## config.mk

```make
export PLATFORM = sky130hd
export DESIGN_NAME = fsa_pad_pipe
export DESIGN_NICKNAME = d
export VERILOG_FILES = /design/src/rtl/fsa_pkg.sv /design/src/rtl/fsa_pad_pipe.sv
export SDC_FILE = /design/constraint.sdc
export NUM_CORES = 2
export LEC_CHECK = 0
export BUFFER_PORTS_ARGS = -buffer_cell sky130_fd_sc_hd__buf_2
export CAP_MARGIN = 10
export CORE_UTILIZATION = 45
export CTS_CLUSTER_SIZE = 8
export DETAILED_ROUTE_END_ITERATION = 8
export GPL_TIMING_DRIVEN = 1
export PLACE_DENSITY = 0.72
export SLEW_MARGIN = 20
export SYNTH_ARGS = -nofsm -noshare
export SYNTH_HDL_FRONTEND = slang
export SYNTH_SLANG_ARGS = --single-unit
```

## constraint.sdc

```tcl
create_clock -name clk -period 13.6 [get_ports clk]
set_input_delay 0.68 -clock clk [delete_from_list [all_inputs] [get_ports clk]]
set_output_delay 0.68 -clock clk [all_outputs]
set_load 0.01 [all_outputs]
```

## src/rtl/fsa_pkg.sv

```systemverilog
// ----------------------------------------------------------------------------
// fsa_pkg
// Types, codes and defaults shared by the free segment allocator files.
// ----------------------------------------------------------------------------
package fsa_pkg;

  localparam int DEF_MAX_FREE_SEGMENTS = 64;
  localparam int DEF_MAX_LIVE_BLOCKS   = 64;
  localparam int DEF_HEADER_BYTES      = 16;
  localparam int DEF_MIN_SPLIT_BYTES   = 16;

  localparam int ADDR_W  = 32;
  localparam int SIZE_W  = 25;
  localparam int PAD_W   = 12;
  localparam int ALIGN_W = 13;
  // Wide enough for any table position up to 1024 entries plus one.
  localparam int POS_W   = 11;
  // Remainder pipeline: four address bits per stage.
  localparam int PAD_STAGES = 8;

  localparam logic [ADDR_W-1:0] RESET_ARENA_BASE  = 32'h0;
  localparam logic [SIZE_W-1:0] RESET_ARENA_BYTES = 25'd65536;

  typedef enum logic [1:0] {
    OP_ALLOC = 2'd0,
    OP_FREE  = 2'd1,
    OP_RESET = 2'd2,
    OP_NOP   = 2'd3
  } op_t;

  typedef enum logic [1:0] {
    ST_OK      = 2'd0,
    ST_NO_FIT  = 2'd1,
    ST_FULL    = 2'd2,
    ST_UNKNOWN = 2'd3
  } status_t;

  typedef enum logic [2:0] {
    S_IDLE, S_LSCAN, S_FSCAN, S_CALC, S_EDIT, S_DONE
  } state_t;

  typedef enum logic [1:0] {
    CM_HOLD, CM_ROTATE, CM_EDIT, CM_LOAD
  } cell_mode_t;

  typedef enum logic [1:0] {
    SH_NONE, SH_DOWN, SH_UP
  } shift_t;

  typedef struct packed {
    logic [ADDR_W-1:0] start;
    logic [SIZE_W-1:0] size;
  } seg_t;

  typedef struct packed {
    cell_mode_t       mode;
    logic             wr_en;
    logic [POS_W-1:0] wr_pos;
    seg_t             wr_seg;
    shift_t           shift;
    logic [POS_W-1:0] sh_pos;
    seg_t             load_seg;
  } seg_cmd_t;

endpackage

```

## src/rtl/fsa_pad_pipe.sv

```systemverilog
// ----------------------------------------------------------------------------
// fsa_pad_pipe
// Pipelined remainder of the header address by the alignment; yields padding.
// ----------------------------------------------------------------------------
module fsa_pad_pipe #(
  parameter int IDX_W        = 6,
  parameter int HEADER_BYTES = 16
) (
  input  logic                        clk,
  input  logic                        rst,
  input  logic                        in_v,
  input  fsa_pkg::seg_t               in_seg,
  input  logic [IDX_W-1:0]            in_idx,
  input  logic [fsa_pkg::ALIGN_W-1:0] align,
  output logic                        out_v,
  output fsa_pkg::seg_t               out_seg,
  output logic [IDX_W-1:0]            out_idx,
  output logic [fsa_pkg::PAD_W-1:0]   out_pad
);
  import fsa_pkg::*;

  logic               v_q    [PAD_STAGES];
  seg_t               seg_q  [PAD_STAGES];
  logic [IDX_W-1:0]   idx_q  [PAD_STAGES];
  logic [ALIGN_W-1:0] rem_q  [PAD_STAGES];
  logic [ADDR_W-1:0]  bits_q [PAD_STAGES];
  logic [ADDR_W-1:0]  hdr;

  function automatic logic [ALIGN_W-1:0] step4(input logic [ALIGN_W-1:0] r,
                                               input logic [3:0] nib,
                                               input logic [ALIGN_W-1:0] a);
    logic [ALIGN_W:0]   t;
    logic [ALIGN_W-1:0] rr;
    rr = r;
    for (int k = 3; k >= 0; k--) begin
      t = {rr, nib[k]};
      if (t >= {1'b0, a}) t = t - {1'b0, a};
      rr = t[ALIGN_W-1:0];
    end
    return rr;
  endfunction

  assign hdr = in_seg.start + ADDR_W'(HEADER_BYTES);

  always_ff @(posedge clk) begin
    if (rst) begin
      for (int s = 0; s < PAD_STAGES; s++) v_q[s] <= 1'b0;
    end else begin
      v_q[0] <= in_v;
      for (int s = 1; s < PAD_STAGES; s++) v_q[s] <= v_q[s-1];
    end
  end

  always_ff @(posedge clk) begin
    seg_q[0]  <= in_seg;
    idx_q[0]  <= in_idx;
    rem_q[0]  <= step4('0, hdr[ADDR_W-1 -: 4], align);
    bits_q[0] <= hdr << 4;
    for (int s = 1; s < PAD_STAGES; s++) begin
      seg_q[s]  <= seg_q[s-1];
      idx_q[s]  <= idx_q[s-1];
      rem_q[s]  <= step4(rem_q[s-1], bits_q[s-1][ADDR_W-1 -: 4], align);
      bits_q[s] <= bits_q[s-1] << 4;
    end
  end

  assign out_v   = v_q[PAD_STAGES-1];
  assign out_seg = seg_q[PAD_STAGES-1];
  assign out_idx = idx_q[PAD_STAGES-1];
  assign out_pad = (rem_q[PAD_STAGES-1] == '0) ? '0
                 : PAD_W'(align - rem_q[PAD_STAGES-1]);

endmodule

```

==> out/metrics.cfg <==
[outcome]
status=finished clean

[grt]
grt_pass1_vias=28000
grt_start_max_net_pins=28
antenna_found_initial=2
gr-total-overflow=0
grt_usage_pct=20.3
grt_pass1_wl_mm=143

[sta]
slew_headroom_pct=27.9
setup_tns_ns=0
clock_skew_ns=0.0634
maxSlewViolCount=0
period_minus_slack_ns=11.93
rsz0062_at_grt=no
period_share_pct=87.7
max_freq_mhz=83.8
hold_viol_final=0
final-setup-viol-count=0
tightest_slew_ns=1.08
layout_setup_ws_ns=1.67

[worst_hold_path]
worst_hold_path_type=in -> reg
hold_depth=1
min-delay-start=in_seg[0]
min_to=seg_q[0][0]

[synth]
async_flop_share_pct=0
synthTopCellsByArea=dfxtp_1, ha_1, mux2_2
syn_inst=4021
synth_flop_cell=dfxtp_1
synth_top_area_share_pct=36.5
synth_nets=4549
synth_edf_count=0
yosysSeqAreaShare_pct=36.5
avgSynthCellArea_um2=9.56
ys_ff_latch=700
ys_types=94
yosysTopAreaCell=dfxtp_1
ys.warnings.count=0
syn-cell-area_um2=38400

[drt]
ant_nets=0
drt-vias-per-instance=5.51
wl_per_cell_um=16.8
drcViolationCount=0
first_iter_violations=1980
firstDrtPassIters=6
routed-via-count=29400
finalWirelength_mm=89.5

[floorplan]
die_area_um2=86600
start_util_pct=45.7
core_um2=84100
die_h_um=294
placementRows=106
die_x_um=294
ios=155

[clock_network]
postCtsSetupBuffers=0
cts_made_buffers=99
postCtsHoldBufs=0
cts_resized=0
path_clk_slew_ns=0.05
clk_latency_ns=0.69
clock_path_buffers=3
cts_tree=done
cts_sinks=700
ctsHtreeMaxLevel=3
cts_root_buf=clkbuf_16

[setup_path]
arrival_ns=12.42
critPathRequiredTime_ns=14.09
path_common_cell=a21oi_1
cp_max_fo=13
end_kind=register
slowest_stage=a2111oi_2
critPathLaunchType=input port
reg2reg_to=rem_q[1][7]
reg2reg_depth=39
worst_path_largest_cell_delay_ns=0.88
r2r_start=bits_q[3][27]
worstSetupPathType=in -> reg
r2r_setup_slack_ns=2.35

[finish]
mostFrequentLayoutCells=dfxtp_1, ha_1, a21oi_1, nor2_1, nand2_1
seq_area_um2=14000
fin_nets=4722
final_common_cell=dfxtp_1
multiInputGateArea_um2=23000
drive_gt1_share_pct=13.5
nFillCells=7630
synthToLayoutAreaGrowth_pct=12.0

[place]
place_ws_ns=1.12
globalplace.congestion=0.913
hpwl_mm=66.8
io_buffers=154

[run]
cap_violations=0

-- flip-flops by register name, indices dropped and copies added, names as in the netlist --
| signal | cells |
|---|---|
| rem_q | 104 |
| seg_q | 452 |
| bits_q | 88 |
| idx_q | 48 |
| v_q | 8 |
-- worst max-delay path by stage --
stage	startpoint	end	slack [ns]	cells after the start
global placement	in_seg[31]	rem_q[0][6]	1.53	38
floorplan	align[1]	rem_q[0][18]	2.95	45
CTS	in_seg[33]	rem_q[0][6]	1.76	38
detailed placement	in_seg[33]	rem_q[0][6]	1.12	38
finish	in_seg[30]	rem_q[0][2]	1.67	38
global route	in_seg[29]	rem_q[0][2]	0.68	38
-- stage by stage --
| stage | instances | cell area, um^2 | utilization, % | hold WS (ns) |
|---|---|---|---|---|
| CTS | 5342 | 43100 | 51.2 | 0.0456 |
| floorplan | 4021 | 38400 | - | 0.310 |
| detailed placement | 5227 | 40200 | 47.9 | 0.312 |
| finish | 5343 | 43100 | 51.2 | 0.0911 |
| global route | 5343 | 43100 | 51.2 | 0.0536 |
| global placement | 5227 | 40200 | 47.9 | 0.310 |
-- worst max-delay path, delay by kind of cell --
kind                     cells  cell delay (ns)
buffers and inverters        3             0.36
XOR/XNOR                     1             0.11
multiplexers                 2             0.87
adder cells (fa/ha/maj)      4             1.45
AO/OA/AOI/OAI               18             5.63
AND/OR/NAND/NOR             10             3.30
-- cell families after synthesis --
family	after synthesis	synth area share (%)
compound gates	927	15.8
xor+xnor	313	7.13
fa+ha+maj	449	15.2
buf+inv	308	3.74
flops	700	36.5
mux	299	8.40
simple gates	1025	13.2
-- cell usage after synthesis, types with 29 or more instances --
master,n
nand4_1,72
mux2i_1,112
o21a_1,57
nor3_1,82
nand2_1,241
xor2_1,112
a211oi_1,29
nor2_1,270
a21o_1,84
ha_1,417
and3_1,29
buf_4,65
nor2b_1,80
nand3_1,65
o21ai_0,189
a21oi_1,288
clkbuf_1,30
nand2b_1,51
inv_1,184
fa_1,32
xnor2_1,201
mux2_2,186
dfxtp_1,700
-- metal layers --
metal / global-route usage, % / wire length [um]
met3: 2.86 / 4270
met1: 26.6 / 40900
met4: 7.02 / 2360
met2: 34.0 / 42000
met5: 0 / 0
-- layout make-up --
type	count	share of cell area, %
Clock buffer	105	5.85
Timing Repair Buffer	195	2.50
Clock inverter	10	0.697
Inverter	185	1.61
Tap cell	1134	3.29
Antenna cell	1	0.00581
Sequential cell	700	32.5
Multi-Input combinational cell	3013	53.5
Power is left out: the tool's default activity adds up to more than one toggle a clock period on the data nets, which glitch-free logic cannot reach.
