$ cat src/rtl/fsa_ram.sv
// ----------------------------------------------------------------------------
// fsa_ram
// Generic single-write, single-read RAM with registered read data.
// ----------------------------------------------------------------------------
module fsa_ram #(
  parameter int WIDTH = 8,
  parameter int DEPTH = 64
) (
  input  logic                     clk,
  input  logic                     we,
  input  logic [$clog2(DEPTH)-1:0] waddr,
  input  logic [WIDTH-1:0]         wdata,
  input  logic [$clog2(DEPTH)-1:0] raddr,
  output logic [WIDTH-1:0]         rdata
);

  logic [WIDTH-1:0] mem [DEPTH];

  always_ff @(posedge clk) begin
    if (we) begin
      mem[waddr] <= wdata;
    end
    rdata <= mem[raddr];
  end

endmodule

$ cat config.mk
export PLATFORM = sky130hd
export DESIGN_NAME = fsa_ram
export DESIGN_NICKNAME = d
export VERILOG_FILES = /design/src/rtl/fsa_ram.sv
export SDC_FILE = /design/constraint.sdc
export NUM_CORES = 1
export LEC_CHECK = 0
export ABC_AREA = 1
export BUFFER_PORTS_ARGS = -buffer_cell sky130_fd_sc_hd__buf_4
export CAP_MARGIN = 10
export CORE_UTILIZATION = 40
export CTS_BUF_LIST = sky130_fd_sc_hd__clkbuf_16
export DETAILED_ROUTE_END_ITERATION = 7
export GPL_TIMING_DRIVEN = 0
export SYNTH_ARGS = -nofsm -noshare
export SYNTH_HDL_FRONTEND = slang
export SYNTH_SLANG_ARGS = --single-unit
$ cat constraint.sdc
create_clock -name clk -period 2.1 [get_ports clk]
set_input_delay 0.105 -clock clk [delete_from_list [all_inputs] [get_ports clk]]
set_output_delay 0.105 -clock clk [all_outputs]
set_load 0.03 [all_outputs]
==> results of run 1 <==
[metal layers]
layer,up-vias,GRT usage (%)
met1,7010,32.2
met5,-,0
met4,0,8.66
met3,111,3.79
li1,6521,-
met2,639,37.5
[final timing paths]
kind	to	start	depth (start not counted)	slack [ns]
min	mem[51][7]$_DFFE_PP_	wdata[7]	1	0.11
max reg2reg	rdata[5]$_DFF_P_	mem[50][5]$_DFFE_PP_	8	0.65
max	mem[5][0]$_DFFE_PP_	waddr[1]	4	0.006
min reg2reg	rdata[6]$_DFF_P_	mem[41][6]$_DFFE_PP_	8	0.93
[cells by family after synthesis]
logic type | Yosys count | synth area share (%)
AND/OR/NAND/NOR | 1160 | 23.2
flip-flops | 520 | 72.8
buffers and inverters | 125 | 4.02
[power by group]
group          switching [µW]  internal, µW
sequential               20.5         11500
combinational            1190           409
clock                    3830          4760
[state kept, by name, indices dropped and copies added (netlist names)]
signal / count
mem: 512
rdata: 8
[critical path, stage by stage]
cell	delay [ns]
clkbuf_1	0.22
inv_1	0.32
nand4_1	0.71
nor2_1	0.92
[through the flow]
stage / cells / setup TNS, ns / instance area [µm²] / setup WS, ns
after floorplan: 1805 / 0 / 21300 / 0.229
after CTS: 2611 / 0 / 24000 / 0.0228
after global placement: 2514 / -101.68 / 22400 / -0.810
final: 2611 / 0 / 24000 / 0.00641
after detailed placement: 2521 / -150.24 / 22500 / -0.612
after global routing: 2611 / -1.22 / 24000 / -0.0697
[cell usage after synthesis, drive strengths merged]
library cell	count
nand4	9
nand2	648
inv	12
nor2	56
dfxtp	8
nand3	439
nor4	8
edfxtp	512
buf	98
clkbuf	15
[repair_timing]
item	in CTS	in global routing
hold buffers	1	0
setup buffers	0	0
endpoints found under the hold margin	2	0
endpoints found under the setup margin	0	64
resized for setup	0	6
[area by class of cell]
type	count	area, µm²	share of cell area (%)
plain buffers	113	808	3.37
clock inverters	36	204	0.849
multi-input cells	1160	5010	20.9
well taps	688	861	3.58
inverters	12	50.0	0.208
repair buffers	29	220	0.917
flip-flops and latches	520	15500	64.7
clock buffers	53	1330	5.52
[placed cells by master, fill, tap and decap left out]
master | synthesis | final
clkinv_2 | 0 | 5
inv_1 | 10 | 20
nand4_1 | 9 | 9
buf_1 | 10 | 10
nand3_1 | 439 | 439
buf_4 | 14 | 42
dlygate4sd3_1 | 0 | 1
bufinv_16 | 0 | 2
inv_2 | 1 | 1
nor2_2 | 0 | 6
dfxtp_1 | 8 | 8
edfxtp_1 | 512 | 512
clkbuf_1 | 15 | 15
buf_2 | 37 | 37
buf_6 | 35 | 35
nor2_1 | 56 | 50
clkinv_1 | 0 | 17
buf_8 | 2 | 2
inv_6 | 1 | 3
nor4_2 | 0 | 8
nand2_1 | 648 | 648
clkbuf_16 | 0 | 53
==> run_results.csv, run 1 <==
group,metric,value,unit
status,status,"finished clean",
grt,grt-ovfl-total,0,
min_path,min_path_type,"primary input to flip-flop",
grt,grt_max_degree,65,
clock_tree,clkLatencyLatePin,0.61,ns
route,postRouteAntennaNets,0,
power,finalPower,21700,µW
floorplan,start_util,40.5,%
place,numPortBuffers,21,
route,wl_met3,4820,µm
place,finalWeightedCongestion,0.930,
route,post_drt_wl_per_cell,23.9,µm
grt,grtUsageTotal,23.4,%
floorplan,die_area,54300,µm²
floorplan,fp.dieH,233,µm
clock_tree,clk_path_buf_depth,3,
floorplan,pin_count,30,
route,vias_per_cell,5.47,
logic_synthesis,synth_area,21300,µm²
grt,grt_pass1_vias,13500,
clock_tree,clkSinkCount,520,
route,wl_met2,29200,µm
route,dr_total_vias,14300,
route,drt_iter0_markers,1598,
logic_synthesis,synth_top_area_share,72.0,%
sta,rsz0062_at_grt,"yes",
clock_tree,cts.htree.levels,2,
logic_synthesis,synth_seq_cells,520,
worst_setup_path,worstSetupEndpointType,"flip-flop",
sta,period_needed,2.09,ns
worst_setup_path,required,2.31,ns
logic_synthesis,ys_seq_area_share,72.8,%
sta,max_freq,0.478,GHz
route,drt-met1-wl,26300,µm
clock_tree,clk_pin_slew,0.06,ns
cells_and_area,diodes,0,
worst_setup_path,worstPathArrival,2.31,ns
route,drc,0,
logic_synthesis,syn_area_per_cell,11.8,µm²
logic_synthesis,synth.largest_area_cell,"edfxtp_1",
logic_synthesis,synth_fp_nets,1827,
worst_setup_path,critPathLaunchType,"primary input",
run,max-cap-violations,0,
sta,worst_slew_pin_slew,1.06,ns
worst_setup_path,cp_max_fo,9,
logic_synthesis,ys_types,16,
sta,fin_skew,0.0244,ns
route,drt-pass1-iter-count,5,
sta,relSlewSlack,29.3,%
logic_synthesis,synth_area_leaders,"edfxtp_1 (72%), nand2_1 (11%), nand3_1 (10%)",
power,max-vdd-ir-drop,609,µV
clock_tree,numCtsBuffers,52,
power,power.density,904,nW/µm²
floorplan,rows,84,
cells_and_area,post-route-util,45.6,%
route,wirelength,62300,µm
clock_tree,cts_tree,"done",
grt,grt_pass1_wl,90800,µm
floorplan,chipWidth,233,µm
cells_and_area,num-fill-cells,4744,
place,place_hpwl,41600,µm
worst_setup_path,path_class,"primary input to flip-flop",
cells_and_area,syn_to_final_growth,12.5,%
logic_synthesis,synthesis.instances,1805,
power,p_leak,0.00865,µW
sta,slew_violations,0,
sta,whs,0.110,ns
route,top_layer_used,"met4",
logic_synthesis,ys_warn_count,0,
grt,antenna_found_initial,0,
sta,fin_crit_sh,99.7,%
sta,setup_viol,0,
cells_and_area,final_nets,1910,
floorplan,core_region_area,52700,µm²
sta,report.final.hold_viol_count,0,
clock_tree,clockRootBuffer,"clkbuf_16",
cells_and_area,drive_gt1_share,10.1,%
Power figures use the tool's default switching activity.
==> run 2: changes to the inputs <==
--- a/config.mk
+++ b/config.mk
@@ -5,7 +5,6 @@
 export SDC_FILE = /design/constraint.sdc
 export NUM_CORES = 1
 export LEC_CHECK = 0
-export ABC_AREA = 1
 export BUFFER_PORTS_ARGS = -buffer_cell sky130_fd_sc_hd__buf_4
 export CAP_MARGIN = 10
 export CORE_UTILIZATION = 40
==> constraint.sdc (replaced) <==
create_clock -name clk -period 2.45 [get_ports clk]
set_input_delay 0.1225 -clock clk [delete_from_list [all_inputs] [get_ports clk]]
set_output_delay 0.1225 -clock clk [all_outputs]
set_load 0.03 [all_outputs]
==> run 2 against run 1 <==
Net effect: sequential cell count did not move; count of clock-buffer cells in the layout did not move; synthesized cell count fell by 48%; sequential power fell by 14%; sequential share of layout area rose by 3.3 points; cell count fell by 34%; routed wire length fell by 22%; largest cell class unchanged; power fell by 14%; utilization rose by 0.68 points; clock power fell by 8.6%; largest power group unchanged; die area fell by 5.4%; first-iteration DRC count fell by 28%.
==> run_results.csv, run 2 <==
group,metric,value,unit
worst_setup_path,cp_max_fo,19,
floorplan,die_area,51300,µm²
worst_setup_path,r2r_end,"rdata[4]$_DFF_P_",
cells_and_area,final_nets,1037,
run,max-cap-violations,0,
route,drt-pass1-iter-count,5,
route,vias_per_cell,5.63,
logic_synthesis,synthesis.instances,940,
clock_tree,cts.htree.levels,2,
route,post_drt_wl_per_cell,28.2,µm
floorplan,rows,81,
logic_synthesis,synth_area,20200,µm²
cells_and_area,diodes,0,
worst_setup_path,endpoint,"rdata[3]$_DFF_P_",
cells_and_area,largest_register_ffs,512,
logic_synthesis,ys_types,40,
sta,setup_slack,0.0653,ns
sta,fin_crit_sh,97.3,%
cells_and_area,top_regs,"mem: 512 flops, rdata: 8 flops",
cells_and_area,final_cell_mix,"edfxtp_1 (512), mux4_2 (126), nor2_1 (83)",
worst_setup_path,reg2reg_slack,0.29,ns
worst_setup_path,path_class,"primary input to flip-flop",
clock_tree,clockRootBuffer,"clkbuf_16",
power,p_seq_share,52.6,%
power,finalPower,18700,µW
sta,relSlewSlack,17.8,%
sta,fin_skew,0.0134,ns
cells_and_area,post-route-util,46.3,%
logic_synthesis,synth_fp_nets,962,
floorplan,chipWidth,227,µm
logic_synthesis,syn_area_per_cell,21.5,µm²
grt,grt_pass1_wl,70000,µm
grt,grtUsageTotal,19.7,%
grt,grt_pass1_vias,9729,
logic_synthesis,synth_seq_cells,520,
logic_synthesis,synth_most_common_cell,"edfxtp_1",
worst_setup_path,worst_path_largest_cell_delay,0.77,ns
worst_setup_path,r2r_start,"mem[16][4]$_DFFE_PP_",
grt,grt_max_degree,65,
cells_and_area,fin_cells,1721,
sta,rsz0062_at_grt,"no",
cells_and_area,top_register,"mem",
clock_tree,clk_pin_slew,0.06,ns
logic_synthesis,ys_warn_count,0,
cells_and_area,syn_to_final_growth,13.3,%
place,finalWeightedCongestion,0.900,
power,power_switching,4000,µW
clock_tree,clkSinkCount,520,
logic_synthesis,synth_edf_count,512,
worst_setup_path,slowest_stage,"clkbuf_1",
cells_and_area,drive_gt1_share,25.5,%
grt,antenna_found_initial,2,
worst_setup_path,path_depth,6,
place,place_ws,-0.641,ns
route,drt_iter0_markers,1151,
min_path,hold_start,"wdata[7]",
worst_setup_path,worstPathArrival,2.79,ns
floorplan,start_util,40.9,%
logic_synthesis,ys_seq_area_share,77.0,%
power,p_clk_share,41.9,%
grt,grt-ovfl-total,0,
worst_setup_path,cp-startpoint,"raddr[2]",
logic_synthesis,ys.flop_type,"edfxtp_1",
worst_setup_path,critPathTopFamily,"buffers and inverters",
clock_tree,postCtsSetupRepairBufs,0,
logic_synthesis,synthArstFlopShare,0,%
clock_tree,clk_path_buf_depth,3,
worst_setup_path,worstSetupEndpointType,"flip-flop",
floorplan,core_region_area,49400,µm²
worst_setup_path,r2r_cells,5,
sta,setup_viol,0,
worst_setup_path,critPathBufInv,3,
cells_and_area,final_common_cell,"edfxtp_1",
route,drc,0,
worst_setup_path,required,2.85,ns
clock_tree,numCtsBuffers,51,
route,wl_met2,22400,µm
logic_synthesis,synth.largest_area_cell,"edfxtp_1",
route,wl_met3,3250,µm
sta,max_freq,0.419,GHz
power,netSwitchingFraction,21.3,%
clock_tree,clkLatencyLatePin,0.59,ns
sta,slew_violations,0,
logic_synthesis,synthTopCellsByCount,"edfxtp_1 (512), mux4_2 (126), nor2_1 (83), mux2i_1 (23), nand2_1 (19)",
clock_tree,cts_tree,"done",
sta,fin_tns_setup,0,ns
worst_setup_path,critPathLaunchType,"primary input",
power,p_leak,0.00709,µW
place,dp_cells,1625,
sta,period_needed,2.38,ns
sta,worst_slew_pin_slew,1.22,ns
place,place_hpwl,30600,µm
floorplan,fp.dieH,227,µm
floorplan,pin_count,30,
status,status,"finished clean",
place,numPortBuffers,21,
worst_setup_path,cp_cell_sequence,"buf_2 > buf_4 > clkbuf_1 > mux4_2 > o22ai_1 > o41ai_1",
min_path,whs_path_depth,1,
route,dr_total_vias,9696,
route,wirelength,48500,µm
route,top_layer_used,"met5",
sta,report.final.hold_viol_count,0,
route,postRouteAntennaNets,0,
min_path,min_path_type,"primary input to flip-flop",
power,pwr-share-comb,5.5,%
power,p_int,14700,µW
logic_synthesis,synth_area_leaders,"edfxtp_1 (76%), mux4_2 (14%), nor2_1 (1.5%)",
route,drt-met1-wl,21500,µm
power,power.density,820,nW/µm²
power,max-vdd-ir-drop,513,µV
logic_synthesis,synth_top_area_share,76.2,%
run 2: worst min path at each step:
stage	endpoint	slack, ns
final	mem[50][7]$_DFFE_PP_	0.09
after global routing	mem[52][7]$_DFFE_PP_	0.09
after CTS	mem[53][7]$_DFFE_PP_	0.07
after detailed placement	rdata[5]$_DFF_P_	0.55
after global placement	rdata[5]$_DFF_P_	0.55
after floorplan	mem[0][0]$_DFFE_PP_	0.22
run 2: area by class of cell:
class / instances / area (µm²)
timing repair buffer: 23 / 175
tap: 664 / 831
multi-input combinational: 369 / 4320
fill: 4104 / 26500
sequential: 520 / 15500
buffer: 50 / 313
clock buffer: 53 / 1330
clock inverter: 42 / 344
run 2: per-layer routing:
layer	vias to the layer above	global-route usage [%]
li1	4083	-
met1	5157	28.6
met2	381	29.9
met3	73	3.89
met4	2	6.36
met5	-	0
run 2: timing repair:
| action | 4_1_cts | 5_1_grt |
|---|---|---|
| resized for setup | 0 | 1 |
| setup endpoints to repair | 1 | 1 |
| hold endpoints to repair | 2 | 0 |
| hold buffers | 1 | 0 |
| gates cloned | 0 | 0 |
run 2: cell families (layout without fill, tap and decap cells):
logic type / count (synthesis) / after routing / synth area share (%)
buffers and inverters: 51 / 168 / 1.57
and+or+nand+nor: 153 / 153 / 3.39
DFF: 520 / 520 / 77.0
muxes: 162 / 162 / 15.9
AOI/OAI and AO/OA: 54 / 54 / 2.07
run 2: metrics by stage:
| step | area (µm²) | hold WS, ns |
|---|---|---|
| 6_report | 22800 | 0.0850 |
| 5_1_grt | 22800 | 0.0921 |
| 4_1_cts | 22800 | 0.0748 |
| 3_5_place_dp | 21200 | 0.552 |
| 3_3_place_gp | 21200 | 0.549 |
| 2_1_floorplan | 20200 | 0.221 |
run 2: worst register-to-register path: stages (launching register included):
cell	delay [ns]
edfxtp_1	0.38
mux4_2	0.49
mux2_2	0.31
o221a_2	0.30
nor3_1	0.28
o32ai_1	0.23
run 2: power by group through the flow:
stage          Sequential (µW)  Combinational [µW]  Clock (µW)
2_1_floorplan            10100                 525           0
3_3_place_gp             10000                1020           0
3_5_place_dp             10100                1030           0
4_1_cts                   9860                1030        7960
5_1_grt                   9860                1090        8290
6_report                  9860                1030        7850
==> run 3: changes to the inputs <==
--- a/config.mk
+++ b/config.mk
@@ -7,10 +7,12 @@
 export LEC_CHECK = 0
 export BUFFER_PORTS_ARGS = -buffer_cell sky130_fd_sc_hd__buf_4
 export CAP_MARGIN = 10
+export CORE_ASPECT_RATIO = 0.75
 export CORE_UTILIZATION = 40
 export CTS_BUF_LIST = sky130_fd_sc_hd__clkbuf_16
 export DETAILED_ROUTE_END_ITERATION = 7
 export GPL_TIMING_DRIVEN = 0
+export MAX_ROUTING_LAYER = met4
 export SYNTH_ARGS = -nofsm -noshare
 export SYNTH_HDL_FRONTEND = slang
 export SYNTH_SLANG_ARGS = --single-unit
==> constraint.sdc (replaced) <==
create_clock -name clk -period 3 [get_ports clk]
set_input_delay 0.15 -clock clk [delete_from_list [all_inputs] [get_ports clk]]
set_output_delay 0.15 -clock clk [all_outputs]
set_load 0.03 [all_outputs]
==> run 3 against run 2 <==
Net effect: sequential power is 18% lower; largest cell class unchanged; the run now ends with DRC left; routed wire length is 2.7% higher; global-route usage is 0.66 points higher; critical path depth is 3 higher; critical endpoint is now rdata[7]$_DFF_P_; non-clock buffer count is 1 higher.
==> run_results.csv, run 3 (same netlist as run 2, synthesis figures left out) <==
group,metric,value,unit
clock_tree,cts_resized,0,
route,postRouteAntennaNets,0,
cells_and_area,top_regs,"mem: 512 flops, rdata: 8 flops",
cells_and_area,top_register,"mem",
cells_and_area,drive_gt1_share,25.2,%
sta,relSlewSlack,21.5,%
sta,fin_skew,0.0222,ns
power,p_int,11900,µW
clock_tree,clk_pin_slew,0.06,ns
worst_setup_path,required,3.41,ns
grt,grt_max_degree,65,
worst_setup_path,critPathBufInv,4,
route,post_drt_wl_per_cell,29.2,µm
sta,report.final.hold_viol_count,0,
place,place_hpwl,31700,µm
sta,worst_slew_pin_slew,1.17,ns
place,finalWeightedCongestion,0.904,
power,p_clk_share,41.4,%
status,failed_checks,"DRC",
clock_tree,cts.htree.levels,2,
route,drc,2,
cells_and_area,final_common_cell,"edfxtp_1",
clock_tree,numCtsBuffers,50,
power,power.density,668,nW/µm²
worst_setup_path,critPathLaunchType,"primary input",
grt,antenna_found_initial,3,
worst_setup_path,worstPathArrival,2.88,ns
worst_setup_path,cp_cell_sequence,"buf_4 > buf_2 > buf_4 > buf_2 > mux4_2 > mux2i_1 > a21oi_1 > o21ai_0 > nand2_1",
floorplan,core_region_area,49200,µm²
worst_setup_path,r2r_cells,5,
power,power_switching,3270,µW
power,pwr-share-comb,5.6,%
worst_setup_path,cp_max_fo,10,
floorplan,start_util,41.0,%
clock_tree,postCtsSetupRepairBufs,0,
grt,grt-ovfl-total,0,
cells_and_area,syn_to_final_growth,13.0,%
sta,slew_violations,0,
clock_tree,cts_tree,"done",
sta,period_needed,2.47,ns
place,numPortBuffers,21,
clock_tree,clk_path_buf_depth,3,
cells_and_area,num-fill-cells,4104,
route,vias_per_cell,5.85,
grt,grtUsageTotal,20.3,%
power,netSwitchingFraction,21.5,%
worst_setup_path,path_depth,9,
place,placed_cell_area,21100,µm²
sta,fin_tns_setup,0,ns
power,max-vdd-ir-drop,494,µV
cells_and_area,multi_input_area,4320,µm²
cells_and_area,stdcell_area,22800,µm²
min_path,whs_path_depth,1,
floorplan,rows,70,
clock_tree,clockRootBuffer,"clkbuf_16",
floorplan,pin_count,30,
grt,grt_pass1_vias,9692,
route,drt_iter0_markers,1375,
clock_tree,holdBufCountCts,1,
cells_and_area,final_cell_mix,"edfxtp_1 (512), mux4_2 (126), nor2_1 (83)",
route,drt-pass1-iter-count,7,
clock_tree,clkLatencyLatePin,0.58,ns
worst_setup_path,worst_path_largest_cell_delay,0.54,ns
worst_setup_path,critPathTopFamily,"buffers and inverters",
floorplan,die_area,51300,µm²
power,p_seq_share,52.9,%
grt,grt_pass1_wl,71100,µm
run,max-cap-violations,0,
floorplan,fp.dieH,196,µm
min_path,min_path_type,"primary input to flip-flop",
clock_tree,clkSinkCount,520,
cells_and_area,ff_latch_area,15500,µm²
sta,max_freq,0.405,GHz
floorplan,chipWidth,261,µm
cells_and_area,final_nets,1037,
status,status,"complete, but fails checks",
sta,rsz0062_at_grt,"no",
cells_and_area,largest_register_ffs,512,
power,p_leak,0.00705,µW
route,dr_total_vias,9973,
sta,setup_viol,0,
sta,fin_crit_sh,82.2,%
worst_setup_path,path_class,"primary input to flip-flop",
worst_setup_path,slowest_stage,"buf_2",
worst_setup_path,worstSetupEndpointType,"flip-flop",
route,wirelength,49800,µm
[run 3: cell count changes in the layout (fill, tap and decap cells not counted), sizes merged]
cell      change
buf           +1
clkbuf        -2
inv           +2
clkinvlp      +1
diode         +1
clkinv        -3
[run 3: final cells by class]
cell class,count,area share [%]
well taps,648,3.56
clock inverters,42,1.55
multi-input cells,369,18.9
plain buffers,51,1.39
diodes,1,0.0110
flip-flops and latches,520,68.2
repair buffers,23,0.769
clock buffers,51,5.60
[run 3: per-layer routing]
metal  part of all wire, %  GRT usage (%)  vias to the layer above
met5                     0              -                        -
met4                   2.0           4.67                        0
met3                   9.8           4.09                       73
met2                    42           26.8                      509
met1                    46           32.1                     5299
li1                      -              -                     4092
[run 3: power groups by stage]
stage	Combinational, µW	Sequential, µW	Clock (µW)
final	856	8050	6300
after detailed placement	853	8210	0
after CTS	856	8050	6360
after global routing	899	8060	6620
after global placement	838	8210	0
after floorplan	429	8240	0
[run 3: final timing paths]
kind	startpoint	endpoint	slack, ns
max reg2reg	mem[24][4]$_DFFE_PP_	rdata[4]$_DFF_P_	0.84
min	wdata[7]	mem[54][7]$_DFFE_PP_	0.12
max	raddr[1]	rdata[7]$_DFF_P_	0.53
min reg2reg	mem[7][7]$_DFFE_PP_	rdata[7]$_DFF_P_	0.92
[run 3: worst register-to-register path, stage by stage (launching register included)]
cell and delay [ns]:
edfxtp_1 0.37, mux4_2 0.45, mux2_2 0.33, o221a_2 0.31, nor3_1 0.27, o32ai_1 0.25
[run 3: metrics by stage]
stage | instances | setup slack, ns | util [%] | power, µW | hold WS [ns]
floorplan | 940 | 1.18 | - | 8660 | 0.249
global placement | 1609 | 0.0173 | 42.9 | 9050 | 0.510
detailed placement | 1609 | 0.0170 | 42.9 | 9060 | 0.510
CTS | 1703 | 0.605 | 46.3 | 15300 | 0.129
global route | 1704 | 0.513 | 46.3 | 15600 | 0.140
finish | 1705 | 0.534 | 46.3 | 15200 | 0.122
