## config.mk

```make
export PLATFORM = sky130hd
export DESIGN_NAME = fsa_seg_cell
export DESIGN_NICKNAME = d
export VERILOG_FILES = /design/src/rtl/fsa_pkg.sv /design/src/rtl/fsa_seg_cell.sv
export SDC_FILE = /design/constraint.sdc
export NUM_CORES = 1
export LEC_CHECK = 0
export BUFFER_PORTS_ARGS = -buffer_cell sky130_fd_sc_hd__buf_2
export CAP_MARGIN = 15
export CORE_AREA = 2 2 122 124
export DETAILED_ROUTE_END_ITERATION = 8
export DIE_AREA = 0 0 124 126
export MAX_ROUTING_LAYER = met4
export PLACE_DENSITY_LB_ADDON = 0.1
export SETUP_SLACK_MARGIN = 0.3
export SYNTH_ARGS = -nofsm -noshare
export SYNTH_HDL_FRONTEND = slang
export SYNTH_SLANG_ARGS = --single-unit
```

## constraint.sdc

```tcl
create_clock -name clk -period 1.94 [get_ports clk]
set_input_delay 0.388 -clock clk [delete_from_list [all_inputs] [get_ports clk]]
set_output_delay 0.388 -clock clk [all_outputs]
set_load 0.005 [all_outputs]
```

## src/rtl/fsa_pkg.sv

```systemverilog
// ----------------------------------------------------------------------------
// fsa_pkg
// Types, codes and defaults shared by the free segment allocator files.
// ----------------------------------------------------------------------------
package fsa_pkg;

  localparam int DEF_MAX_FREE_SEGMENTS = 64;
  localparam int DEF_MAX_LIVE_BLOCKS   = 64;
  localparam int DEF_HEADER_BYTES      = 16;
  localparam int DEF_MIN_SPLIT_BYTES   = 16;

  localparam int ADDR_W  = 32;
  localparam int SIZE_W  = 25;
  localparam int PAD_W   = 12;
  localparam int ALIGN_W = 13;
  // Wide enough for any table position up to 1024 entries plus one.
  localparam int POS_W   = 11;
  // Remainder pipeline: four address bits per stage.
  localparam int PAD_STAGES = 8;

  localparam logic [ADDR_W-1:0] RESET_ARENA_BASE  = 32'h0;
  localparam logic [SIZE_W-1:0] RESET_ARENA_BYTES = 25'd65536;

  typedef enum logic [1:0] {
    OP_ALLOC = 2'd0,
    OP_FREE  = 2'd1,
    OP_RESET = 2'd2,
    OP_NOP   = 2'd3
  } op_t;

  typedef enum logic [1:0] {
    ST_OK      = 2'd0,
    ST_NO_FIT  = 2'd1,
    ST_FULL    = 2'd2,
    ST_UNKNOWN = 2'd3
  } status_t;

  typedef enum logic [2:0] {
    S_IDLE, S_LSCAN, S_FSCAN, S_CALC, S_EDIT, S_DONE
  } state_t;

  typedef enum logic [1:0] {
    CM_HOLD, CM_ROTATE, CM_EDIT, CM_LOAD
  } cell_mode_t;

  typedef enum logic [1:0] {
    SH_NONE, SH_DOWN, SH_UP
  } shift_t;

  typedef struct packed {
    logic [ADDR_W-1:0] start;
    logic [SIZE_W-1:0] size;
  } seg_t;

  typedef struct packed {
    cell_mode_t       mode;
    logic             wr_en;
    logic [POS_W-1:0] wr_pos;
    seg_t             wr_seg;
    shift_t           shift;
    logic [POS_W-1:0] sh_pos;
    seg_t             load_seg;
  } seg_cmd_t;

endpackage

```

## src/rtl/fsa_seg_cell.sv

```systemverilog
// ----------------------------------------------------------------------------
// fsa_seg_cell
// One free-segment entry of the ring; rotates, shifts, is written or loads on command.
// ----------------------------------------------------------------------------
module fsa_seg_cell #(
  parameter int IDX = 0
) (
  input  logic             clk,
  input  logic             rst,
  input  fsa_pkg::seg_cmd_t cmd,
  input  fsa_pkg::seg_t    from_next,
  input  fsa_pkg::seg_t    from_prev,
  output fsa_pkg::seg_t    seg
);
  import fsa_pkg::*;

  localparam logic [POS_W-1:0] MY = POS_W'(IDX);
  localparam seg_t RST_SEG = (IDX == 0) ? {RESET_ARENA_BASE, RESET_ARENA_BYTES} : '0;

  always_ff @(posedge clk) begin
    if (rst) begin
      seg <= RST_SEG;
    end else begin
      case (cmd.mode)
        CM_ROTATE: seg <= from_next;
        CM_LOAD:   seg <= (IDX == 0) ? cmd.load_seg : '0;
        CM_EDIT: begin
          if (cmd.wr_en && MY == cmd.wr_pos) begin
            seg <= cmd.wr_seg;
          end else if (cmd.shift == SH_DOWN && MY >= cmd.sh_pos) begin
            seg <= from_next;
          end else if (cmd.shift == SH_UP && MY > cmd.sh_pos) begin
            seg <= from_prev;
          end
        end
        default: seg <= seg;
      endcase
    end
  end

endmodule

```

==> results of run 1 <==
routing by layer:
metal | wire length, um | GRT usage (%)
met1 | 7710 | 27.0
met2 | 9040 | 39.0
met3 | 1420 | 3.08
met4 | 442 | 8.33
met5 | 0 | -
cell type report:
class                           count  area [um^2]  share of cell area, %
Tap cell                          184          230                   3.57
Inverter                            2         7.51                  0.116
Timing Repair Buffer              336         1970                   30.5
Clock buffer                       13          270                   4.19
Multi-Input combinational cell    414         2820                   43.7
Sequential cell                    57         1140                   17.7
Antenna cell                        1         2.50                 0.0388
Clock inverter                      2         12.5                  0.194
cells in the mapped netlist (2+ instances only):
| master | n |
|---|---|
| o21ai_0 | 57 |
| o221a_1 | 56 |
| a21oi_1 | 57 |
| buf_4 | 3 |
| clkbuf_1 | 31 |
| buf_2 | 19 |
| nor2_1 | 2 |
| a31oi_1 | 57 |
| mux2i_1 | 56 |
| dfxtp_1 | 57 |
| nor4_2 | 3 |
| buf_6 | 8 |
| nand2_1 | 114 |
worst min path at each step:
stage | end | from | slack [ns]
floorplan | seg[16] | seg[16] | 0.49
global placement | seg[16] | seg[16] | 0.48
detailed placement | seg[16] | seg[16] | 0.50
CTS | seg[16] | rst | 0.33
global route | seg[16] | rst | 0.35
finish | seg[16] | rst | 0.34
where the power goes:
part	total (mW)	internal (mW)	leakage [nW]	switching, mW
registers	1.32	1.27	0.475	0.0514
logic	0.907	0.483	2.46	0.423
clock network	1.49	0.959	0.138	0.536
total	3.72	2.71	3.07	1.01
layout by cell type (no fill, tap or decap), types with 2 or more instances in the layout:
master | netlist | routed
o221a_1 | 56 | 56
buf_4 | 3 | 8
inv_2 | 1 | 2
nor4_4 | 0 | 3
clkbuf_16 | 0 | 11
nand2_1 | 114 | 114
clkbuf_8 | 0 | 3
o21ai_0 | 57 | 52
mux2i_1 | 56 | 56
buf_2 | 19 | 306
dfxtp_1 | 57 | 57
a31oi_1 | 57 | 57
buf_12 | 0 | 12
buf_6 | 8 | 8
o21ai_1 | 0 | 5
a21oi_2 | 0 | 5
a21oi_1 | 57 | 52
nor4b_4 | 1 | 2
through the flow:
step	power, mW	cell area (um^2)	util, %	setup WS [ns]
after floorplan	1.72	4240	-	0.256
after global placement	2.23	6020	42.1	-0.0102
after detailed placement	2.23	6020	42.1	-0.0974
after CTS	3.76	6310	44.1	0.299
after global routing	3.90	6460	45.1	0.246
final	3.72	6460	45.1	0.260
cells by family (layout without fill, tap and decap cells):
kind of cell,Yosys count,count (layout)
other,0,1
flip-flops,57,57
multiplexers,56,56
AND/OR/NAND/NOR,127,127
buffers and inverters,63,353
AO/OA/AOI/OAI,231,231
timing repair:
action                                  in CTS  in global routing
cloned                                       0                  3
setup buffers                                0                  1
endpoints found under the setup margin       3                 35
pin swaps                                    0                  7
resized for setup                            1                 18
==> flow_summary_export.csv, run 1 <==
group,metric,value,unit
drt,antenna_left,0,
drt,finalWirelength,18.6,mm
finish,final_cells,1009,
sta,hold_viol,0,
pwr,vdd_drop_max,323,uV
global_route,grt_pass1_wl,27.1,mm
yosys,synthXorXnorAreaFrac,0,%
drt,drc,0,
die,die-height,126,um
global_route,antenna_found_initial,1,
sta,drv_slew,0,
worst_setup_path,crit_family,"compound AO/OA/AOI/OAI gates",
yosys,synthAdderAreaFrac,0,%
yosys,muxShareOfSynthArea,13.4,%
yosys,synth_top_family_by_area,"compound AO/OA/AOI/OAI gates",
placement,place.gp.congestion,0.848,
yosys,synth-edff-count,0,
worst_setup_path,cp.arrival,1.89,ns
sta,setup_violations,0,
worst_setup_path,cp-start-kind,"primary input",
yosys,synthesis.nets,791,
drt,vias_per_cell,5.47,
drt,post_drt_wl_per_cell,18.4,um
yosys,ys_top_cells_by_area,"dfxtp_1, o221a_1, mux2i_1, nand2_1, a31oi_1",
drt,drtIter0Drc,322,
run,max_cap_viol_count,0,
die,io_pins,314,
yosys,seq_area_frac_synth,27.2,%
placement,dp.cells,989,
worst_setup_path,cp-endpoint,"seg[53]",
worst_setup_path,cp.depth,8,
worst_setup_path,max_stage_delay,0.34,ns
worst_setup_path,worst-path-buf-inv,3,
sta,fmax,0.595,GHz
finish,largest_register,"seg",
die,std_cell_rows,44,
placement,io_buffers,313,
cts,clk_latency,0.32,ns
die,initial_core_util,29.3,%
cts,htreeDepth,3,
finish,drive_gt1_share,44.9,%
sta,finalCriticalPeriod,1.68,ns
cts,cts.sinks,57,
finish,syn_to_final_growth,54.1,%
finish,largest_register_ffs,57,
finish,fillers,1484,
yosys,synth_area,0.00419,mm^2
placement,hpwlAfterDp,13.6,mm
worst_setup_path,reg2regPathDepth,1,
sta,rsz0062_at_grt,"yes",
cts,cts_tree,"yes",
global_route,grt-ovfl-total,0,
worst_setup_path,reg2reg_from,"seg[16]",
pwr,p_leak,3.07,nW
finish,fin_nets,1077,
yosys,synth-main-ff-cell,"dfxtp_1",
outcome,status,"completed",
yosys,synth_compound_area_share,38.1,%
yosys,yosys_warnings,0,
sta,setup-tns-final,0,ns
yosys,async_flop_share,0,%
yosys,synth_cell_types,27,
worst_setup_path,cp_data_required_time,2.15,ns
cts,clockBufferDepth,2,
worst_setup_path,crit_type,"in2reg",
worst_hold_path,hold_class,"in2reg",
worst_setup_path,cp_slowest_cell,"nor4b_4",
yosys,synth_top_area_cell,"dfxtp_1",
sta,min_period_over_period,86.6,%
worst_setup_path,end_kind,"flop",
worst_setup_path,r2r_slack,1.19,ns
global_route,grt_max_degree,65,
pwr,cellPowerDensity,576,mW/mm^2
sta,slew_headroom,69.4,%
sta,worst_slew_pin_slew,0.458,ns
yosys,synth_top_area_share,27.2,%
sta,holdWs,0.342,ns
die,die_x,124,um
worst_hold_path,whs_path_depth,2,
die,core,0.0143,mm^2
yosys,synthSimpleGateAreaFrac,13.4,%
die,dieArea,0.0156,mm^2
yosys,ys_ff_latch,57,
cts,clk_pin_slew_worst_paths,0.05,ns
drt,route.vias.total,5515,
worst_setup_path,path_cells,"buf_6 > nor4b_4 > nand4_4 > a21boi_4 > buf_12 > clkbuf_16 > a21oi_1 > o221a_1",
cts,cts-buffers-inserted,9,
cts,clockRootBuffer,"clkbuf_16",
global_route,grt_pass1_vias,5375,
worst_setup_path,r2r-end,"seg[16]",
cts,cts_hold_buf,0,
yosys,synth_cells,534,
yosys,avgSynthCellArea,7.84,um^2
worst_setup_path,cp_max_fo,7,
sta,skew,0,ns
global_route,track_usage,22.8,%
worst_setup_path,crit_start,"cmd[69]",
drt,drtPass1Iterations,4,
finish,top_regs,"seg: 57 flops",
Note: power is estimated with default switching activity, not from simulation.
==> inputs of run 2 (changes only) <==
- MAX_ROUTING_LAYER: met4 -> not set
==> run 2 against run 1 <==
Cell area is 1.5% lower. Sequential share of layout area is 0.27 points higher. Cell count is 0.20% lower. Register-to-register slack hardly changed. Total power is 0.37% lower. Critical path depth stayed put. Critical endpoint unchanged. Highest routed layer unchanged.
==> flow_summary_export.csv, run 2 (synthesis gave the netlist of run 1 again) <==
group,metric,value,unit
finish,largest_register,"seg",
sta,fmax,0.597,GHz
placement,hpwlAfterDp,13.6,mm
sta,setup_violations,0,
drt,post_drt_wl_per_cell,18.3,um
finish,fillers,1491,
pwr,power_switching,1.01,mW
cts,cts_tree,"yes",
finish,largest_register_ffs,57,
cts,cts-buffers-inserted,9,
finish,final_cell_mix,"buf_2, nand2_1, a21oi_1, a31oi_1, dfxtp_1",
global_route,grt_pass1_wl,27.1,mm
worst_setup_path,cp_data_required_time,2.14,ns
pwr,p_leak,3.04,nW
finish,final_cells,1007,
pwr,cellPowerDensity,583,mW/mm^2
worst_setup_path,cp-start-kind,"primary input",
finish,fin_nets,1075,
drt,drtIter0Drc,346,
worst_hold_path,min-delay-start,"rst",
finish,final-seq-area,0.00114,mm^2
finish,syn_to_final_growth,51.8,%
sta,drv_slew,0,
worst_setup_path,r2r-end,"seg[16]",
die,dieArea,0.0156,mm^2
worst_setup_path,reg2reg_from,"seg[16]",
drt,drc,0,
sta,setup-tns-final,0,ns
worst_setup_path,reg2regPathDepth,1,
drt,antenna_left,0,
die,core,0.0143,mm^2
pwr,clockPowerShare,40.3,%
die,initial_core_util,29.3,%
cts,clk_latency,0.32,ns
cts,cts.sinks,57,
drt,finalWirelength,18.5,mm
placement,io_buffers,313,
worst_setup_path,cp_max_fo,28,
global_route,track_usage,22.1,%
pwr,p_int,2.70,mW
global_route,grt_max_degree,65,
sta,skew,0,ns
worst_setup_path,crit_type,"in2reg",
placement,dp.cells,989,
global_route,antenna_found_initial,1,
pwr,switching_share,27.2,%
pwr,vdd_drop_max,322,uV
cts,clk_pin_slew_worst_paths,0.05,ns
cts,clockRootBuffer,"clkbuf_16",
cts,htreeDepth,3,
global_route,grt-ovfl-total,0,
drt,route.vias.total,5428,
worst_hold_path,worstHoldEndpoint,"seg[16]",
die,std_cell_rows,44,
pwr,sequentialPowerShare,35.6,%
pwr,p_comb_share,24.1,%
drt,vias_per_cell,5.39,
pwr,power,3.71,mW
worst_hold_path,whs_path_depth,2,
worst_setup_path,cp.arrival,1.88,ns
sta,rsz0062_at_grt,"yes",
die,die-height,126,um
cts,clockBufferDepth,2,
sta,worst_slew_pin_slew,0.463,ns
cts,cts_hold_buf,0,
finish,final_common_cell,"buf_2",
die,io_pins,314,
run,max_cap_viol_count,0,
finish,top_regs,"seg: 57 flops",
die,die_x,124,um
finish,drive_gt1_share,44.0,%
outcome,status,"completed",
sta,finalCriticalPeriod,1.67,ns
placement,place.gp.congestion,0.836,
sta,min_period_over_period,86.3,%
worst_hold_path,hold_class,"in2reg",
sta,hold_viol,0,
worst_setup_path,end_kind,"flop",
finish,multi_input_area,0.00280,mm^2
worst_setup_path,r2r_slack,1.19,ns
sta,slew_headroom,69.1,%
drt,drtPass1Iterations,5,
global_route,grt_pass1_vias,5381,
[run 2: changes by cell type in the layout (fill, tap and decap cells not counted)]
| cell | before | now |
|---|---|---|
| buf_6 | 8 | 1 |
| buf_2 | 306 | 312 |
| a21oi_1 | 52 | 57 |
| a21oi_2 | 5 | 0 |
| clkbuf_16 | 11 | 10 |
| nor3_1 | 0 | 1 |
| nor3_2 | 1 | 0 |
| o21ai_0 | 52 | 53 |
| o21ai_1 | 5 | 4 |
[run 2: repair_timing]
action / 4_1_cts / 5_1_grt
setup endpoints to repair: 3 / 34
resized for setup: 1 / 4
pin swaps: 0 / 0
cloned: 0 / 1
setup buffers: 0 / 1
[run 2: metal layers]
layer / part of all wire, % / track usage (%) / routed length [um]
met2: 48 / 38.9 / 8860
met1: 41 / 26.4 / 7620
met5: 0 / 0 / 0
met4: 2.2 / 8.33 / 414
met3: 8.5 / 4.03 / 1570
[run 2: worst max path at each step]
stage | startpoint | endpoint | depth (start not counted)
floorplan | cmd[133] | seg[0] | 7
global placement | cmd[129] | seg[11] | 7
detailed placement | cmd[129] | seg[11] | 7
CTS | cmd[69] | seg[12] | 7
global route | cmd[69] | seg[12] | 7
finish | cmd[69] | seg[53] | 8
[run 2: through the flow]
step	area, um^2	utilization, %	worst slack, ns	hold slack (ns)
detailed placement	6020	42.1	-0.0974	0.504
CTS	6310	44.1	0.299	0.329
global placement	6020	42.1	-0.0102	0.484
global route	6360	44.4	0.242	0.347
floorplan	4240	-	0.256	0.495
finish	6360	44.4	0.266	0.340
[run 2: critical path, cell delays in order]
cell and delay (ns):
buf_2 0.11, nor4b_4 0.35, nand4_4 0.20, a21boi_4 0.20
buf_12 0.14, buf_12 0.17, a21oi_1 0.06, o221a_1 0.24
[run 2: cell type report]
type,instances,share of cell area [%]
antenna,1,0.0394
clock buffer,13,4.25
clock inverter,2,0.197
inverter,2,0.118
multi-input combinational,414,44.0
sequential,57,17.9
tap,184,3.62
timing repair buffer,334,29.9
[run 2: power groups by stage]
stage	clock, mW	combinational [mW]	sequential, mW
after floorplan	0	0.375	1.34
after global placement	0	0.887	1.34
after detailed placement	0	0.893	1.34
after CTS	1.54	0.897	1.32
after global routing	1.58	0.977	1.33
final	1.49	0.894	1.32
==> inputs of run 3 (changes only) <==
- ABC_AREA: not set -> 1
- CORE_AREA: 2 2 122 124 -> not set
- CORE_MARGIN: not set -> 2
- CORE_UTILIZATION: not set -> 38
- DIE_AREA: 0 0 124 126 -> not set
==> run 3 against run 2 <==
Routed wire length rose by 12%. First-iteration DRC count grew 30%. Total power is 4.6% higher. Worst hold slack improved by 0.097 ns. Count of clock-buffer cells in the layout is 1 lower. Flip-flop and latch count unchanged. Register-to-register slack gained 0.05 ns. Highest routed layer is now met5. Largest power group unchanged. Worst setup slack better by 0.21 ns. Non-clock buffer count up 4. Core utilization up 8.0 points. Synthesized cell count up 100%. Largest cell class unchanged.
==> flow_summary_export.csv, run 3 <==
group,metric,value,unit
yosys,synth-edff-count,0,
sta,setup-tns-final,0,ns
placement,io_buffers,313,
die,core,0.0145,mm^2
global_route,grt_pass1_wl,33.3,mm
worst_setup_path,worst-path-buf-inv,2,
yosys,async_flop_share,0,%
worst_hold_path,min-delay-start,"cmd[73]",
pwr,cellPowerDensity,508,mW/mm^2
yosys,synth_top_area_share,20.2,%
placement,dp.cells,1525,
sta,holdWs,0.437,ns
die,die-height,126,um
worst_setup_path,end_kind,"flop",
cts,cts_hold_buf,0,
worst_setup_path,cp.arrival,1.68,ns
yosys,synth_cells,1087,
worst_setup_path,crit_type,"in2reg",
yosys,synthesis.nets,1344,
outcome,status,"completed",
finish,final_cells,1540,
yosys,synth.most_common_cell,"nand2_1",
yosys,synth-main-ff-cell,"dfxtp_1",
drt,finalWirelength,20.6,mm
sta,setup_violations,0,
yosys,ys_top_cells_by_area,"dfxtp_1, nand2_1, inv_1, nand3_1, a21oi_1",
yosys,avgSynthCellArea,5.20,um^2
global_route,grt_pass1_vias,6786,
sta,worst_slack,0.475,ns
worst_setup_path,cp-start-kind,"primary input",
finish,largest_register,"seg",
sta,slew_headroom,74.9,%
cts,clockBufferDepth,2,
cts,ctsResizeCount,0,
finish,final_cell_mix,"buf_2, nand2_1, inv_1",
yosys,netlist_top_cells_count,"nand2_1, inv_1, nand3_1",
sta,worst_slew_pin_slew,0.376,ns
cts,clk_latency,0.33,ns
worst_setup_path,r2r_slack,1.24,ns
global_route,grt-ovfl-total,0,
sta,finalCriticalPeriod,1.47,ns
cts,post_cts_buffers,0,
sta,rsz0062_at_grt,"no",
drt,drc,0,
drt,drtIter0Drc,451,
sta,min_period_over_period,75.5,%
yosys,synth_top_area_cell,"dfxtp_1",
finish,top_regs,"seg: 57 flops",
die,dieArea,0.0159,mm^2
drt,drtPass1Iterations,5,
drt,post_drt_wl_per_cell,13.4,um
finish,final_common_cell,"buf_2",
worst_setup_path,r2r-end,"seg[46]",
worst_hold_path,worstHoldEndpoint,"seg[3]",
placement,hpwlAfterDp,14.9,mm
die,initial_core_util,38.9,%
worst_setup_path,cp_max_fo,54,
die,io_pins,314,
cts,cts-buffers-inserted,9,
yosys,ys_ff_latch,57,
sta,hold_viol,0,
worst_setup_path,crit_family,"simple AND/OR/NAND/NOR gates",
die,std_cell_rows,44,
pwr,p_leak,4.83,nW
worst_setup_path,reg2reg_from,"seg[46]",
run,max_cap_viol_count,0,
cts,htreeDepth,3,
finish,syn_to_final_growth,34.9,%
worst_setup_path,cp_data_required_time,2.15,ns
global_route,antenna_found_initial,1,
sta,drv_slew,0,
yosys,synth_cell_types,19,
cts,clockRootBuffer,"clkbuf_16",
worst_setup_path,cp_slowest_cell,"or2_1",
sta,skew,0,ns
placement,post-place-ws,0.148,ns
worst_hold_path,whs_path_depth,5,
drt,antenna_left,0,
cts,cts.sinks,57,
pwr,vdd_drop_max,379,uV
finish,diodes,0,
finish,fin_nets,1609,
placement,place.gp.congestion,0.820,
worst_setup_path,max_stage_delay,0.23,ns
yosys,synth_area,0.00565,mm^2
cts,clk_pin_slew_worst_paths,0.05,ns
worst_setup_path,reg2regPathDepth,4,
global_route,track_usage,25.6,%
sta,fmax,0.682,GHz
cts,cts_tree,"yes",
finish,largest_register_ffs,57,
finish,fillers,1617,
yosys,yosys_warnings,0,
worst_setup_path,path_cells,"buf_2 > or2_1 > nor2_2 > nand2_4 > nand2_1 > nand2_4 > buf_12 > a21oi_1 > a21oi_1",
finish,drive_gt1_share,27.6,%
worst_hold_path,hold_class,"in2reg",
yosys,seq_area_frac_synth,20.2,%
die,die_x,126,um
drt,vias_per_cell,4.83,
drt,route.vias.total,7432,
global_route,grt_max_degree,67,
-- run 3: power by group --
| part | switching [mW] | internal, mW | total (mW) |
|---|---|---|---|
| logic | 0.559 | 0.487 | 1.05 |
| registers | 0.0436 | 1.26 | 1.31 |
| clock network | 0.568 | 0.954 | 1.52 |
-- run 3: layout make-up --
cell class                 instances  area (um^2)  area share, %
multi-input combinational        713         3260           42.8
clock buffer                      12          267           3.50
timing repair buffer             338         1830           24.0
inverter                         233          876           11.5
sequential                        57         1140           15.0
clock inverter                     3         15.0          0.197
tap                              184          230           3.02
-- run 3: how the worst max path moves through the flow --
stage                  start      end  slack [ns]  depth (start not counted)
floorplan           cmd[136]  seg[20]        0.40                          9
global placement    cmd[128]  seg[47]        0.18                         10
detailed placement  cmd[128]   seg[1]        0.15                         10
CTS                 cmd[128]   seg[1]        0.48                         10
global route        cmd[128]  seg[47]        0.34                         11
finish              cmd[136]  seg[47]        0.47                          9
-- run 3: through the flow --
stage	utilization (%)	area, um^2	power (mW)
global route	52.4	7620	4.11
floorplan	-	5650	1.88
global placement	50.5	7340	2.38
CTS	52.4	7620	3.91
detailed placement	50.5	7340	2.38
finish	52.4	7620	3.87
-- run 3: worst reg2reg max path: stages, from the launching register on --
cell and delay, ns:
dfxtp_1 0.35, inv_1 0.05, nand3_1 0.07, nand2_1 0.05, a21oi_1 0.12
-- run 3: logic make-up (layout without fill, tap and decap cells) --
group | after synthesis | after routing | synth area share (%)
buffers and inverters | 317 | 586 | 22.6
and+or+nand+nor | 489 | 489 | 36.7
AOI/OAI and AO/OA | 224 | 224 | 20.5
DFF | 57 | 57 | 20.2
-- run 3: routing by layer --
layer / global-route usage (%) / share of wire (%) / routed length (um) / up-vias
met5: 0 / 0.053 / 11 / -
met1: 31.5 / 42 / 8600 / 3194
met3: 5.40 / 8.1 / 1670 / 35
met4: 8.73 / 2.5 / 526 / 2
met2: 44.2 / 48 / 9840 / 312
li1: - / - / - / 3889
